===== src/hdl/css_color_text_parser_defines.svh =====
// Assertion helpers for the colour parser.
`ifndef CSS_COLOR_TEXT_PARSER_DEFINES_SVH
`define CSS_COLOR_TEXT_PARSER_DEFINES_SVH

// Checked while out of reset.
`define CSP_ASSERT(lbl, clk, rst_n, prop, msg) \
  lbl: assert property (@(posedge clk) disable iff (!rst_n) prop) else $error(msg);

// Checked at every edge, reset included.
`define CSP_ASSERT_ALWAYS(lbl, clk, prop, msg) \
  lbl: assert property (@(posedge clk) prop) else $error(msg);

`endif


===== src/hdl/csp_pkg.sv =====
package csp_pkg;

  localparam int NAME_COUNT = 18;
  localparam int NAME_W     = 8;
  localparam logic [3:0] COUNT_SAT = 4'd8;

  typedef enum logic [1:0] {
    PH_LEAD  = 2'd0,
    PH_BODY  = 2'd1,
    PH_TRAIL = 2'd2
  } phase_e;

  // first character in element 0, padded with spaces to the full width
  typedef logic [0:NAME_W-1][7:0] name_text_t;

  localparam name_text_t NAME_TEXT [NAME_COUNT] = '{
    "black   ", "white   ", "silver  ", "gray    ", "grey    ", "maroon  ",
    "red     ", "purple  ", "fuchsia ", "green   ", "lime    ", "olive   ",
    "yellow  ", "navy    ", "blue    ", "teal    ", "aqua    ", "orange  "
  };

  localparam logic [3:0] NAME_LEN [NAME_COUNT] = '{
    4'd5, 4'd5, 4'd6, 4'd4, 4'd4, 4'd6, 4'd3, 4'd6, 4'd7,
    4'd5, 4'd4, 4'd5, 4'd6, 4'd4, 4'd4, 4'd4, 4'd4, 4'd6
  };

  // {red, green, blue}
  localparam logic [23:0] NAME_RGB [NAME_COUNT] = '{
    24'h000000, 24'hFFFFFF, 24'hC0C0C0, 24'h808080, 24'h808080, 24'h800000,
    24'hFF0000, 24'h800080, 24'hFF00FF, 24'h008000, 24'h00FF00, 24'h808000,
    24'hFFFF00, 24'h000080, 24'h0000FF, 24'h008080, 24'h00FFFF, 24'hFFA500
  };

  localparam logic [7:0] CH_HASH = 8'h23;

endpackage


===== src/hdl/css_color_text_parser.sv =====
// CSS colour text parser. Bytes of a colour string arrive one item per cycle while no result
// waits on a stalled output, the final byte flagged by tlast; leading and trailing whitespace
// is skipped, and the string must be either '#' with 3 or 6 hex digits or one of the 18 basic
// colour names (case-insensitive). One result item leaves for every string, on its last byte:
// tuser is the valid flag, tdata the colour, zero when invalid. Throughput is one byte per
// cycle while the output is not stalled, the scan state being updated by a parallel compare
// against all 18 names; a result passes through an input register and a result register
// before it is offered. The parser is ready for a new string straight after a last byte.
`include "css_color_text_parser_defines.svh"

module css_color_text_parser (
  input  logic        clk_i,
  input  logic        rst_ni,
  input  logic        s_axis_tvalid_i,
  output logic        s_axis_tready_o,
  input  logic [7:0]  s_axis_tdata_i,  // [7:0] character
  input  logic        s_axis_tlast_i,  // last_char
  output logic        m_axis_tvalid_o,
  input  logic        m_axis_tready_i,
  output logic [23:0] m_axis_tdata_o,  // [7:0] red, [15:8] green, [23:16] blue
  output logic        m_axis_tuser_o   // color_valid
);

  // input register
  logic       in_valid_q;
  logic [7:0] in_char_q;
  logic       in_last_q;
  logic       adv;

  // scan state
  csp_pkg::phase_e                phase_q, phase_d;
  logic                           hash_q, hash_d;
  logic [3:0]                     count_q, count_d;
  logic [23:0]                    acc_q, acc_d;
  logic [csp_pkg::NAME_COUNT-1:0] cand_q, cand_d;
  logic                           err_q, err_d;

  // result register
  logic        out_valid_q;
  logic        out_ok_q;
  logic [23:0] out_rgb_q;

  logic        res_ok;
  logic [23:0] res_rgb;

  assign adv             = in_valid_q && (!out_valid_q || m_axis_tready_i);
  assign s_axis_tready_o = !in_valid_q || adv;

  always_ff @(posedge clk_i or negedge rst_ni) begin
    if (!rst_ni) begin
      in_valid_q <= 1'b0;
    end else if (s_axis_tready_o) begin
      in_valid_q <= s_axis_tvalid_i;
    end
  end

  always_ff @(posedge clk_i) begin
    if (s_axis_tvalid_i && s_axis_tready_o) begin
      in_char_q <= s_axis_tdata_i;
      in_last_q <= s_axis_tlast_i;
    end
  end

  always_comb begin
    logic       is_sp;
    logic       body;
    logic       is_hex;
    logic [3:0] digit;
    logic [7:0] lc;
    logic       found;

    phase_d = phase_q;
    hash_d  = hash_q;
    count_d = count_q;
    acc_d   = acc_q;
    cand_d  = cand_q;
    err_d   = err_q;
    body    = 1'b0;
    is_sp   = (in_char_q == 8'h20) || (in_char_q >= 8'h09 && in_char_q <= 8'h0D);

    case (phase_q)
      csp_pkg::PH_LEAD: begin
        if (!is_sp) begin
          phase_d = csp_pkg::PH_BODY;
          if (in_char_q == csp_pkg::CH_HASH) begin
            hash_d = 1'b1;
          end else begin
            body = 1'b1;
          end
        end
      end
      csp_pkg::PH_BODY: begin
        if (is_sp) begin
          phase_d = csp_pkg::PH_TRAIL;
        end else begin
          body = 1'b1;
        end
      end
      default: begin
        // non-space after trailing whitespace
        if (!is_sp) begin
          err_d = 1'b1;
        end
      end
    endcase

    // hex digit decode
    is_hex = 1'b1;
    digit  = 4'd0;
    if (in_char_q >= "0" && in_char_q <= "9") begin
      digit = 4'(in_char_q - "0");
    end else if (in_char_q >= "a" && in_char_q <= "f") begin
      digit = 4'(in_char_q - "a" + 8'd10);
    end else if (in_char_q >= "A" && in_char_q <= "F") begin
      digit = 4'(in_char_q - "A" + 8'd10);
    end else begin
      is_hex = 1'b0;
    end

    lc = (in_char_q >= "A" && in_char_q <= "Z") ? in_char_q + 8'd32 : in_char_q;

    if (body) begin
      if (hash_q) begin
        if (!is_hex) begin
          err_d = 1'b1;
        end
        acc_d = {acc_q[19:0], digit};
      end else begin
        for (int i = 0; i < csp_pkg::NAME_COUNT; i++) begin
          if (count_q >= csp_pkg::NAME_LEN[i] ||
              csp_pkg::NAME_TEXT[i][count_q[2:0]] != lc) begin
            cand_d[i] = 1'b0;
          end
        end
      end
      if (count_q < csp_pkg::COUNT_SAT) begin
        count_d = count_q + 4'd1;
      end
    end

    // verdict from the state after this byte
    res_ok  = 1'b0;
    res_rgb = 24'h000000;
    found   = 1'b0;
    if (phase_d != csp_pkg::PH_LEAD && !err_d) begin
      if (hash_d) begin
        if (count_d == 4'd3) begin
          res_ok  = 1'b1;
          res_rgb = {acc_d[3:0], acc_d[3:0], acc_d[7:4], acc_d[7:4],
                     acc_d[11:8], acc_d[11:8]};
        end else if (count_d == 4'd6) begin
          res_ok  = 1'b1;
          res_rgb = {acc_d[7:0], acc_d[15:8], acc_d[23:16]};
        end
      end else begin
        for (int i = 0; i < csp_pkg::NAME_COUNT; i++) begin
          if (!found && cand_d[i] && csp_pkg::NAME_LEN[i] == count_d) begin
            found   = 1'b1;
            res_ok  = 1'b1;
            res_rgb = {csp_pkg::NAME_RGB[i][7:0], csp_pkg::NAME_RGB[i][15:8],
                       csp_pkg::NAME_RGB[i][23:16]};
          end
        end
      end
    end
  end

  always_ff @(posedge clk_i or negedge rst_ni) begin
    if (!rst_ni) begin
      phase_q <= csp_pkg::PH_LEAD;
      hash_q  <= 1'b0;
      count_q <= 4'd0;
      acc_q   <= 24'h000000;
      cand_q  <= '1;
      err_q   <= 1'b0;
    end else if (adv) begin
      if (in_last_q) begin
        phase_q <= csp_pkg::PH_LEAD;
        hash_q  <= 1'b0;
        count_q <= 4'd0;
        acc_q   <= 24'h000000;
        cand_q  <= '1;
        err_q   <= 1'b0;
      end else begin
        phase_q <= phase_d;
        hash_q  <= hash_d;
        count_q <= count_d;
        acc_q   <= acc_d;
        cand_q  <= cand_d;
        err_q   <= err_d;
      end
    end
  end

  always_ff @(posedge clk_i or negedge rst_ni) begin
    if (!rst_ni) begin
      out_valid_q <= 1'b0;
    end else if (adv && in_last_q) begin
      out_valid_q <= 1'b1;
    end else if (m_axis_tready_i) begin
      out_valid_q <= 1'b0;
    end
  end

  always_ff @(posedge clk_i) begin
    if (adv && in_last_q) begin
      out_ok_q  <= res_ok;
      out_rgb_q <= res_rgb;
    end
  end

  assign m_axis_tvalid_o = out_valid_q;
  assign m_axis_tuser_o  = out_ok_q;
  assign m_axis_tdata_o  = out_rgb_q;

  `CSP_ASSERT(a_invalid_is_black, clk_i, rst_ni,
    out_valid_q && !out_ok_q |-> out_rgb_q == 24'h000000, "invalid result with nonzero colour")
  `CSP_ASSERT(a_no_result_midstring, clk_i, rst_ni,
    adv && !in_last_q && !out_valid_q |=> !out_valid_q, "result raised by a non-final byte")
  `CSP_ASSERT(a_reset_after_last, clk_i, rst_ni,
    adv && in_last_q |=> phase_q == csp_pkg::PH_LEAD && !hash_q && count_q == 4'd0 &&
      cand_q == '1 && !err_q, "scan state not cleared after final byte")
  `CSP_ASSERT(a_hash_in_body, clk_i, rst_ni,
    hash_q |-> phase_q != csp_pkg::PH_LEAD, "hash flag set while still in leading space")
  `CSP_ASSERT_ALWAYS(a_stall_cause, clk_i,
    !s_axis_tready_o |-> in_valid_q && out_valid_q && !m_axis_tready_i,
    "input stalled without a blocked result")

endmodule


===== config.mk =====
export PLATFORM = sky130hd
export DESIGN_NAME = css_color_text_parser
export DESIGN_NICKNAME = d
export VERILOG_FILES = /design/src/hdl/csp_pkg.sv /design/src/hdl/css_color_text_parser.sv
export VERILOG_INCLUDE_DIRS = /design/src /design/src/hdl
export SDC_FILE = /design/constraint.sdc
export NUM_CORES = 1
export LEC_CHECK = 0
export ABC_AREA = 1
export BUFFER_PORTS_ARGS = -buffer_cell sky130_fd_sc_hd__buf_4
export CAP_MARGIN = 20
export CORE_UTILIZATION = 39
export DETAILED_ROUTE_END_ITERATION = 10
export HOLD_SLACK_MARGIN = 0.02
export PLACE_DENSITY_LB_ADDON = 0.08
export SETUP_SLACK_MARGIN = 0.5
export SLEW_MARGIN = 20
export SYNTH_ARGS = -nofsm -noshare
export SYNTH_HDL_FRONTEND = slang
export SYNTH_SLANG_ARGS = --single-unit

===== constraint.sdc =====
create_clock -name clk_i -period 4.1 [get_ports clk_i]
set_input_delay 0.41 -clock clk_i [delete_from_list [all_inputs] [get_ports clk_i]]
set_output_delay 0.41 -clock clk_i [all_outputs]
set_load 0.1 [all_outputs]

After elaboration in Yosys (flattened, before gate mapping)
Memory sizes are Yosys's and may differ from the RTL's.
Cells that the tools add are included.
Operators by class
  $add $sub $neg: 7
  multipliers: 0
  div/mod/pow operators: 0
  $lt $le $gt $ge: 16
  eq/ne operators: 28
  shift operators: 0
  mux-type cells: 181
  bitwise logic cells: 1
  reduce and logical (&&, ||, !) cells: 89
Operators with widths (number)
  $mux W24: 23
  $mux W8: 37
  $ne A8 B8 Y1: 18
  $mux W1: 107
  $mux W18: 3
  $logic_and A1 B1 Y1: 44
  $le A8 B7 Y1 const B: 3
  $mux W4: 6
  $logic_or A1 B1 Y1: 21
  $logic_not A1 Y1: 20
  $eq A3 B4 Y1 const A: 4
  $eq A8 B6 Y1 const B: 2
  $ge A4 B3 Y1 const B: 4
  $ge A8 B7 Y1 const B: 2
  $sub A4 B1 Y4 const B: 3
  $add A4 B4 Y4 const B: 2
  $add A8 B6 Y8 const B: 1
  $ge A8 B4 Y1 const B: 1
  $ge A8 B6 Y1 const B: 1
  $le A8 B4 Y1 const B: 1
  $le A8 B6 Y1 const B: 1
  $mux W2: 3
  $add A4 B1 Y4 const B: 1
  $eq A2 B4 Y1 const A: 1
  other kinds (12): 13
Storage, ports and cells
  register bits: 86
  bits in latches: 0
  bits in writable memories: 0
  bits in read-only memories: 1152
  input bits: 13
  word-level logic and storage cells: 352
  memories: 18
Memory list
  (no name shown): depth 8, bits a word 8, rd ports 1, clocked after memory_dff 0, wr ports 0, line css_color_text_parser.sv:131  | csp_pkg::NAME_TEXT[i][count_q[2:0]] != lc) begin
  (no name shown): depth 8, bits a word 8, rd ports 1, clocked after memory_dff 0, wr ports 0, line css_color_text_parser.sv:131
  (no name shown): depth 8, bits a word 8, rd ports 1, clocked after memory_dff 0, wr ports 0, line css_color_text_parser.sv:131
  (no name shown): depth 8, bits a word 8, rd ports 1, clocked after memory_dff 0, wr ports 0, line css_color_text_parser.sv:131
  (no name shown): depth 8, bits a word 8, rd ports 1, clocked after memory_dff 0, wr ports 0, line css_color_text_parser.sv:131
  (no name shown): depth 8, bits a word 8, rd ports 1, clocked after memory_dff 0, wr ports 0, line css_color_text_parser.sv:131
  +12 memories

Logic depth before layout (Yosys ltp)
  word-level depth: 114
  gate-level depth with buffers: 30
  gate-level depth less buffers: 28

Worst setup path after synthesis
OpenSTA, ideal clock, no wires.
  path kind: flip-flop to flip-flop
  start: register in_char_q[0]
  end: register out_rgb_q[1], in the netlist m_axis_tdata_o[1], data pin
  setup time: 0.250 ns
  arrival: 3.340 ns
  setup slack: 0.509 ns
  cell stages (with the launch flop): 29
  buffers on the path: 3
  period minus slack after synthesis: 3.591 ns
  cells stage by stage: edfxtp_1 -> buf_2 -> inv_1 -> clkbuf_1 -> ha_1 -> nand3_1 -> o21ai_1 -> nor2_1 -> nor2_4 -> nand3_4 -> nor2_1 -> nor2_1 -> nand2_2 -> nor2_1 -> nand3_1 -> nand2_1 -> nor2_2 -> nand3_1 -> nor2_1 -> nand4_1 -> nor2_1 -> nand4_2 -> nor2_4 -> o21ai_2 -> nand4_2 -> buf_6 -> nand3_1 -> nand2_1 -> inv_1
On the way
  cells in the longest elaborated chain, start to end: 113
  elaborated cells on any way between the ends: 228
  classes of those cells: add/sub (1); order compare (9); eq/ne (27); mux (112); reduce/logical (79)
RTL lines
  start: declaration: line css_color_text_parser.sv:26  | logic [7:0] in_char_q;
  start signal: assignment: line css_color_text_parser.sv:59  | in_char_q <= s_axis_tdata_i;
  $ge A8 B7 Y1 or $le A8 B7 Y1 (tied branches): line css_color_text_parser.sv:114, css_color_text_parser.sv:120
  $logic_and A1 B1 Y1: line css_color_text_parser.sv:120  | lc = (in_char_q >= "A" && in_char_q <= "Z") ? in_char_q + 8'd32 : in_char_q;
  $mux W8: line css_color_text_parser.sv:120
  $ne A8 B8 Y1: line css_color_text_parser.sv:131
  $logic_or A1 B1 Y1: line css_color_text_parser.sv:130  | if (count_q >= csp_pkg::NAME_LEN[i] ||
  $mux W1: line css_color_text_parser.sv:130
  $mux W18: line css_color_text_parser.sv:123  | if (hash_q) begin
  $mux W18: line css_color_text_parser.sv:122  | if (body) begin
  [95 not listed]
  $logic_and A1 B1 Y1 (2 in series): line css_color_text_parser.sv:157  | if (!found && cand_d[i] && csp_pkg::NAME_LEN[i] == count_d) begin
  $mux W1: line css_color_text_parser.sv:157
  $mux W1: line css_color_text_parser.sv:146  | if (hash_d) begin
  $mux W1: line css_color_text_parser.sv:145  | if (phase_d != csp_pkg::PH_LEAD && !err_d) begin
  $logic_not A1 Y1: line css_color_text_parser.sv:157
  $logic_and A1 B1 Y1 (2 in series): line css_color_text_parser.sv:157
  $mux W24: line css_color_text_parser.sv:157
  $mux W24: line css_color_text_parser.sv:146
  end signal: assignment: line css_color_text_parser.sv:208  | out_rgb_q <= res_rgb;
  end: declaration: line css_color_text_parser.sv:41  | logic [23:0] out_rgb_q;
Parallel ways exist; a longest one is shown, timed or not. The select of a mux whose other input is x is not followed.
A chain may end at the register's enable or synchronous reset.

Final worst setup path
  start: register in_char_q[0]
  end: register out_rgb_q[11], in the netlist m_axis_tdata_o[11], data pin
Same word-level chain as after synthesis.

==> impl_metrics.yaml <==
clocking:
  htree_levels: 3
  clkSinkCount: 86
  cts-root-buf: "clkbuf_16"
  path_clk_slew_ns: 0.07
  clk_path_buf_depth: 2
  clkLatencyLatePin_ns: 0.36
  cts_hold_buffers: 0
  cts_made_buffers: 9
  cts_tree: "built"
synth:
  synth-seq-cells: 86
  syn_inst: 876
  ys_types: 46
  ys.flop_type: "edfxtp_1"
  synth_area_um2: 6270
  avgSynthCellArea_um2: 7.15
  syn-num-nets: 908
  synth-seq-area-share_pct: 37.4
  yosys_warnings: 0
  synth_edf_count: 34
  synthArstFlopShare_pct: 60.5
sta:
  max_freq_mhz: 281
  worst_slack_ns: 0.538
  finalClockSkew_ns: 0.0118
  final.setup.tns_ns: 0
  relSlewSlack_pct: 49.3
  tightest_slew_ns: 0.741
  period_needed_ns: 3.56
  grt_setup_unrepaired: "yes"
  hold_viol_final: 0
  period_share_pct: 86.9
  setup_violations: 0
  slew_viol_final: 0
finish:
  final_nets: 1002
  num_antenna_cells: 0
  regArea_um2: 2350
  drive_above_1_share_pct: 27.0
  fill_cells: 1561
  layout.cells.non_filler: 1186
  fin_util_pct: 51.7
  postLayoutCellArea_um2: 7980
  syn_to_final_growth_pct: 27.3
  multi_input_area_um2: 3640
detailed_routing:
  drcViolationCount: 0
  vias: 6557
  postRouteAntennaNets: 0
  avgRoutedWirePerCell_um: 18.7
  wl_um: 22100
  drt_iter0_drc: 631
  firstDrtPassIters: 7
  via_per_inst: 5.53
floorplan:
  rows: 45
  core_area_um2: 15400
  die_x_um: 129
  fp.dieArea_um2: 16600
  die_h_um: 129
  start_util_pct: 40.6
  ioPinCount: 40
power:
  p_switching_mw: 1.50
  comb_power_share_pct: 44.7
  p_per_area_nw_per_um2: 444
  power.leakage_nw: 3.64
  cellInternalPower_mw: 2.05
  swShare_pct: 42.2
  clockPowerShare_pct: 24.9
  seqPwrFrac_pct: 30.4
  peakVddDrop_v: 0.000254
placement:
  dp_hpwl_um: 16000
  place_congestion: 0.914
  port_buffers: 39
  place_ws_ns: 0.206
  placed_area_um2: 6990
  post-place-cells: 1132
status:
  status: "complete, no violations"
critical_path:
  r2r-start: "in_char_q[0]"
  reg2reg_to: "m_axis_tdata_o[11]"
  start_kind: "flip-flop"
  r2r_cells: 22
  required_ns: 4.32
  endpoint_kind: "flip-flop"
  crit_fanout: 7
  cp.arrival_ns: 3.78
  rrSetupSlack_ns: 0.54
  critPathKind: "reg2reg"
min_path:
  hold_path.class: "in2async"
flow_run:
  cap_violations: 0
global_routing:
  antenna_found_initial: 0
  grt_use_total_pct: 27.1
  grt_pass1_vias: 5905
  grt_max_degree: 53
  grt_pass1_wl_um: 33500
  grt_overflow: 0
-- power by group through the flow --
stage	clock network (mW)	registers (mW)	logic [mW]
after global routing	0.931	1.09	1.71
after floorplan	0	1.18	0.802
after CTS	0.897	1.07	1.36
after global placement	0	1.08	1.36
after detailed placement	0	1.09	1.33
final	0.883	1.08	1.58
-- worst max-delay path by stage --
stage | from | to | slack [ns] | cells after the start
floorplan | in_char_q[0] | m_axis_tdata_o[1] | 0.51 | 28
global placement | count_q[1] | m_axis_tdata_o[2] | 0.29 | 18
detailed placement | count_q[1] | m_axis_tdata_o[1] | 0.21 | 18
CTS | count_q[0] | m_axis_tdata_o[23] | 0.50 | 24
global route | in_char_q[6] | m_axis_tdata_o[11] | 0.29 | 25
finish | in_char_q[0] | m_axis_tdata_o[11] | 0.54 | 22
-- cell usage in the layout, fill, tap and decap left out, types with 10 or more instances in the layout --
cell	netlist	routed
nand2_1	213	193
buf_4	3	110
inv_1	106	93
nand3_1	77	68
o21ai_0	72	67
nor2_1	80	65
edfxtp_1	34	34
dfrtp_1	34	32
o22ai_1	31	30
a21oi_1	31	26
nand2_2	3	21
xor2_1	20	20
inv_2	9	18
dfstp_2	18	18
nor2_2	5	14
nand4_1	13	13
ha_1	19	13
nand3_2	2	10
clkbuf_16	0	10
-- worst max-delay path, cell delays in order, from the launching register on --
cell and delay, ns:
edfxtp_1 0.47, ha_2 0.22, inv_2 0.07, nand2_2 0.06
o21ai_2 0.14, nor2_2 0.06, nor2_4 0.16, nand3_4 0.17
nor2_4 0.21, buf_12 0.14, nand2_2 0.06, nand2_2 0.08
nor2_2 0.05, nor2_4 0.12, nand4_1 0.14, nor2_1 0.12
nand4_1 0.20, nor3_4 0.32, nor2_1 0.09, nand2_1 0.09
nand3_2 0.12, buf_6 0.19, a21oi_2 0.12
-- kinds of logic after synthesis --
kind of cell / count (synthesis) / synth area share (%)
xor gates and xnor gates: 23 / 3.21
and+or+nand+nor: 421 / 29.8
DFF: 86 / 37.4
adders and majority gates: 19 / 3.79
AOI/OAI and AO/OA: 173 / 16.1
buffers and inverters: 154 / 9.68
-- flip-flops by register name, summed over array words and instances, names as in the netlist --
name,flops
acc_q,24
cand_q,18
count_q,4
err_q,1
hash_q,1
in_char_q,8
in_last_q,1
in_valid_q,1
m_axis_tdata_o,24
m_axis_tuser_o,1
m_axis_tvalid_o,1
phase_q,2
-- cells in the mapped netlist, types with 2 or more instances --
library cell	instances	area share, %
nor3_1	8	0.64
o2111ai_1	6	0.84
o21ai_2	3	0.42
ha_1	19	3.8
o21a_1	2	0.24
inv_2	9	0.54
o211ai_1	2	0.24
clkinv_1	4	0.24
nand4_2	3	0.60
o41ai_1	3	0.42
nor2_2	5	0.50
nand3b_1	2	0.24
a2111oi_0	2	0.28
nand2_2	3	0.30
o21ai_0	72	5.7
buf_2	8	0.64
dfrtp_1	34	14
nand3_1	77	6.1
o221ai_1	2	0.28
clkbuf_1	23	1.4
inv_1	106	6.3
nor2_4	2	0.36
nand3_2	2	0.32
xor2_1	20	2.8
dfstp_2	18	7.5
edfxtp_1	34	16
nor2_1	80	4.8
a21oi_1	31	2.5
xnor2_1	3	0.42
nand4_1	13	1.3
a211oi_1	7	0.84
nor3_2	3	0.48
o22ai_1	31	3.1
nor4_1	6	0.60
o21ai_1	6	0.48
o31ai_1	3	0.36
buf_4	3	0.36
nand2_1	213	13
-- routing by layer --
layer | wire length, um | global-route usage, % | vias to the layer above
li1 | - | - | 3129
met1 | 10900 | 41.5 | 3119
met2 | 8980 | 36.7 | 259
met3 | 1570 | 5.45 | 50
met4 | 731 | 10.7 | 0
met5 | 0 | 0 | -
-- final cells by class --
class | count | area share, %
Clock inverter | 6 | 0.973
Tap cell | 211 | 3.31
Timing Repair Buffer | 118 | 11.9
Clock buffer | 10 | 3.00
Sequential cell | 86 | 29.4
Multi-Input combinational cell | 636 | 45.6
Inverter | 119 | 5.73
-- per-stage QoR --
step                hold WS [ns]  power, mW
finish                     0.117       3.54
global placement           0.465       2.44
floorplan                  0.114       1.99
detailed placement         0.470       2.42
global route               0.167       3.73
CTS                        0.134       3.33
-- what timing repair did --
| action | in CTS | in global routing |
|---|---|---|
| pin swaps | 5 | 32 |
| setup buffers | 7 | 30 |
| gates resized for setup | 18 | 94 |
| setup endpoints to repair | 25 | 25 |
| gates cloned | 0 | 1 |
No activity file was read; power rests on OpenSTA's default activity.
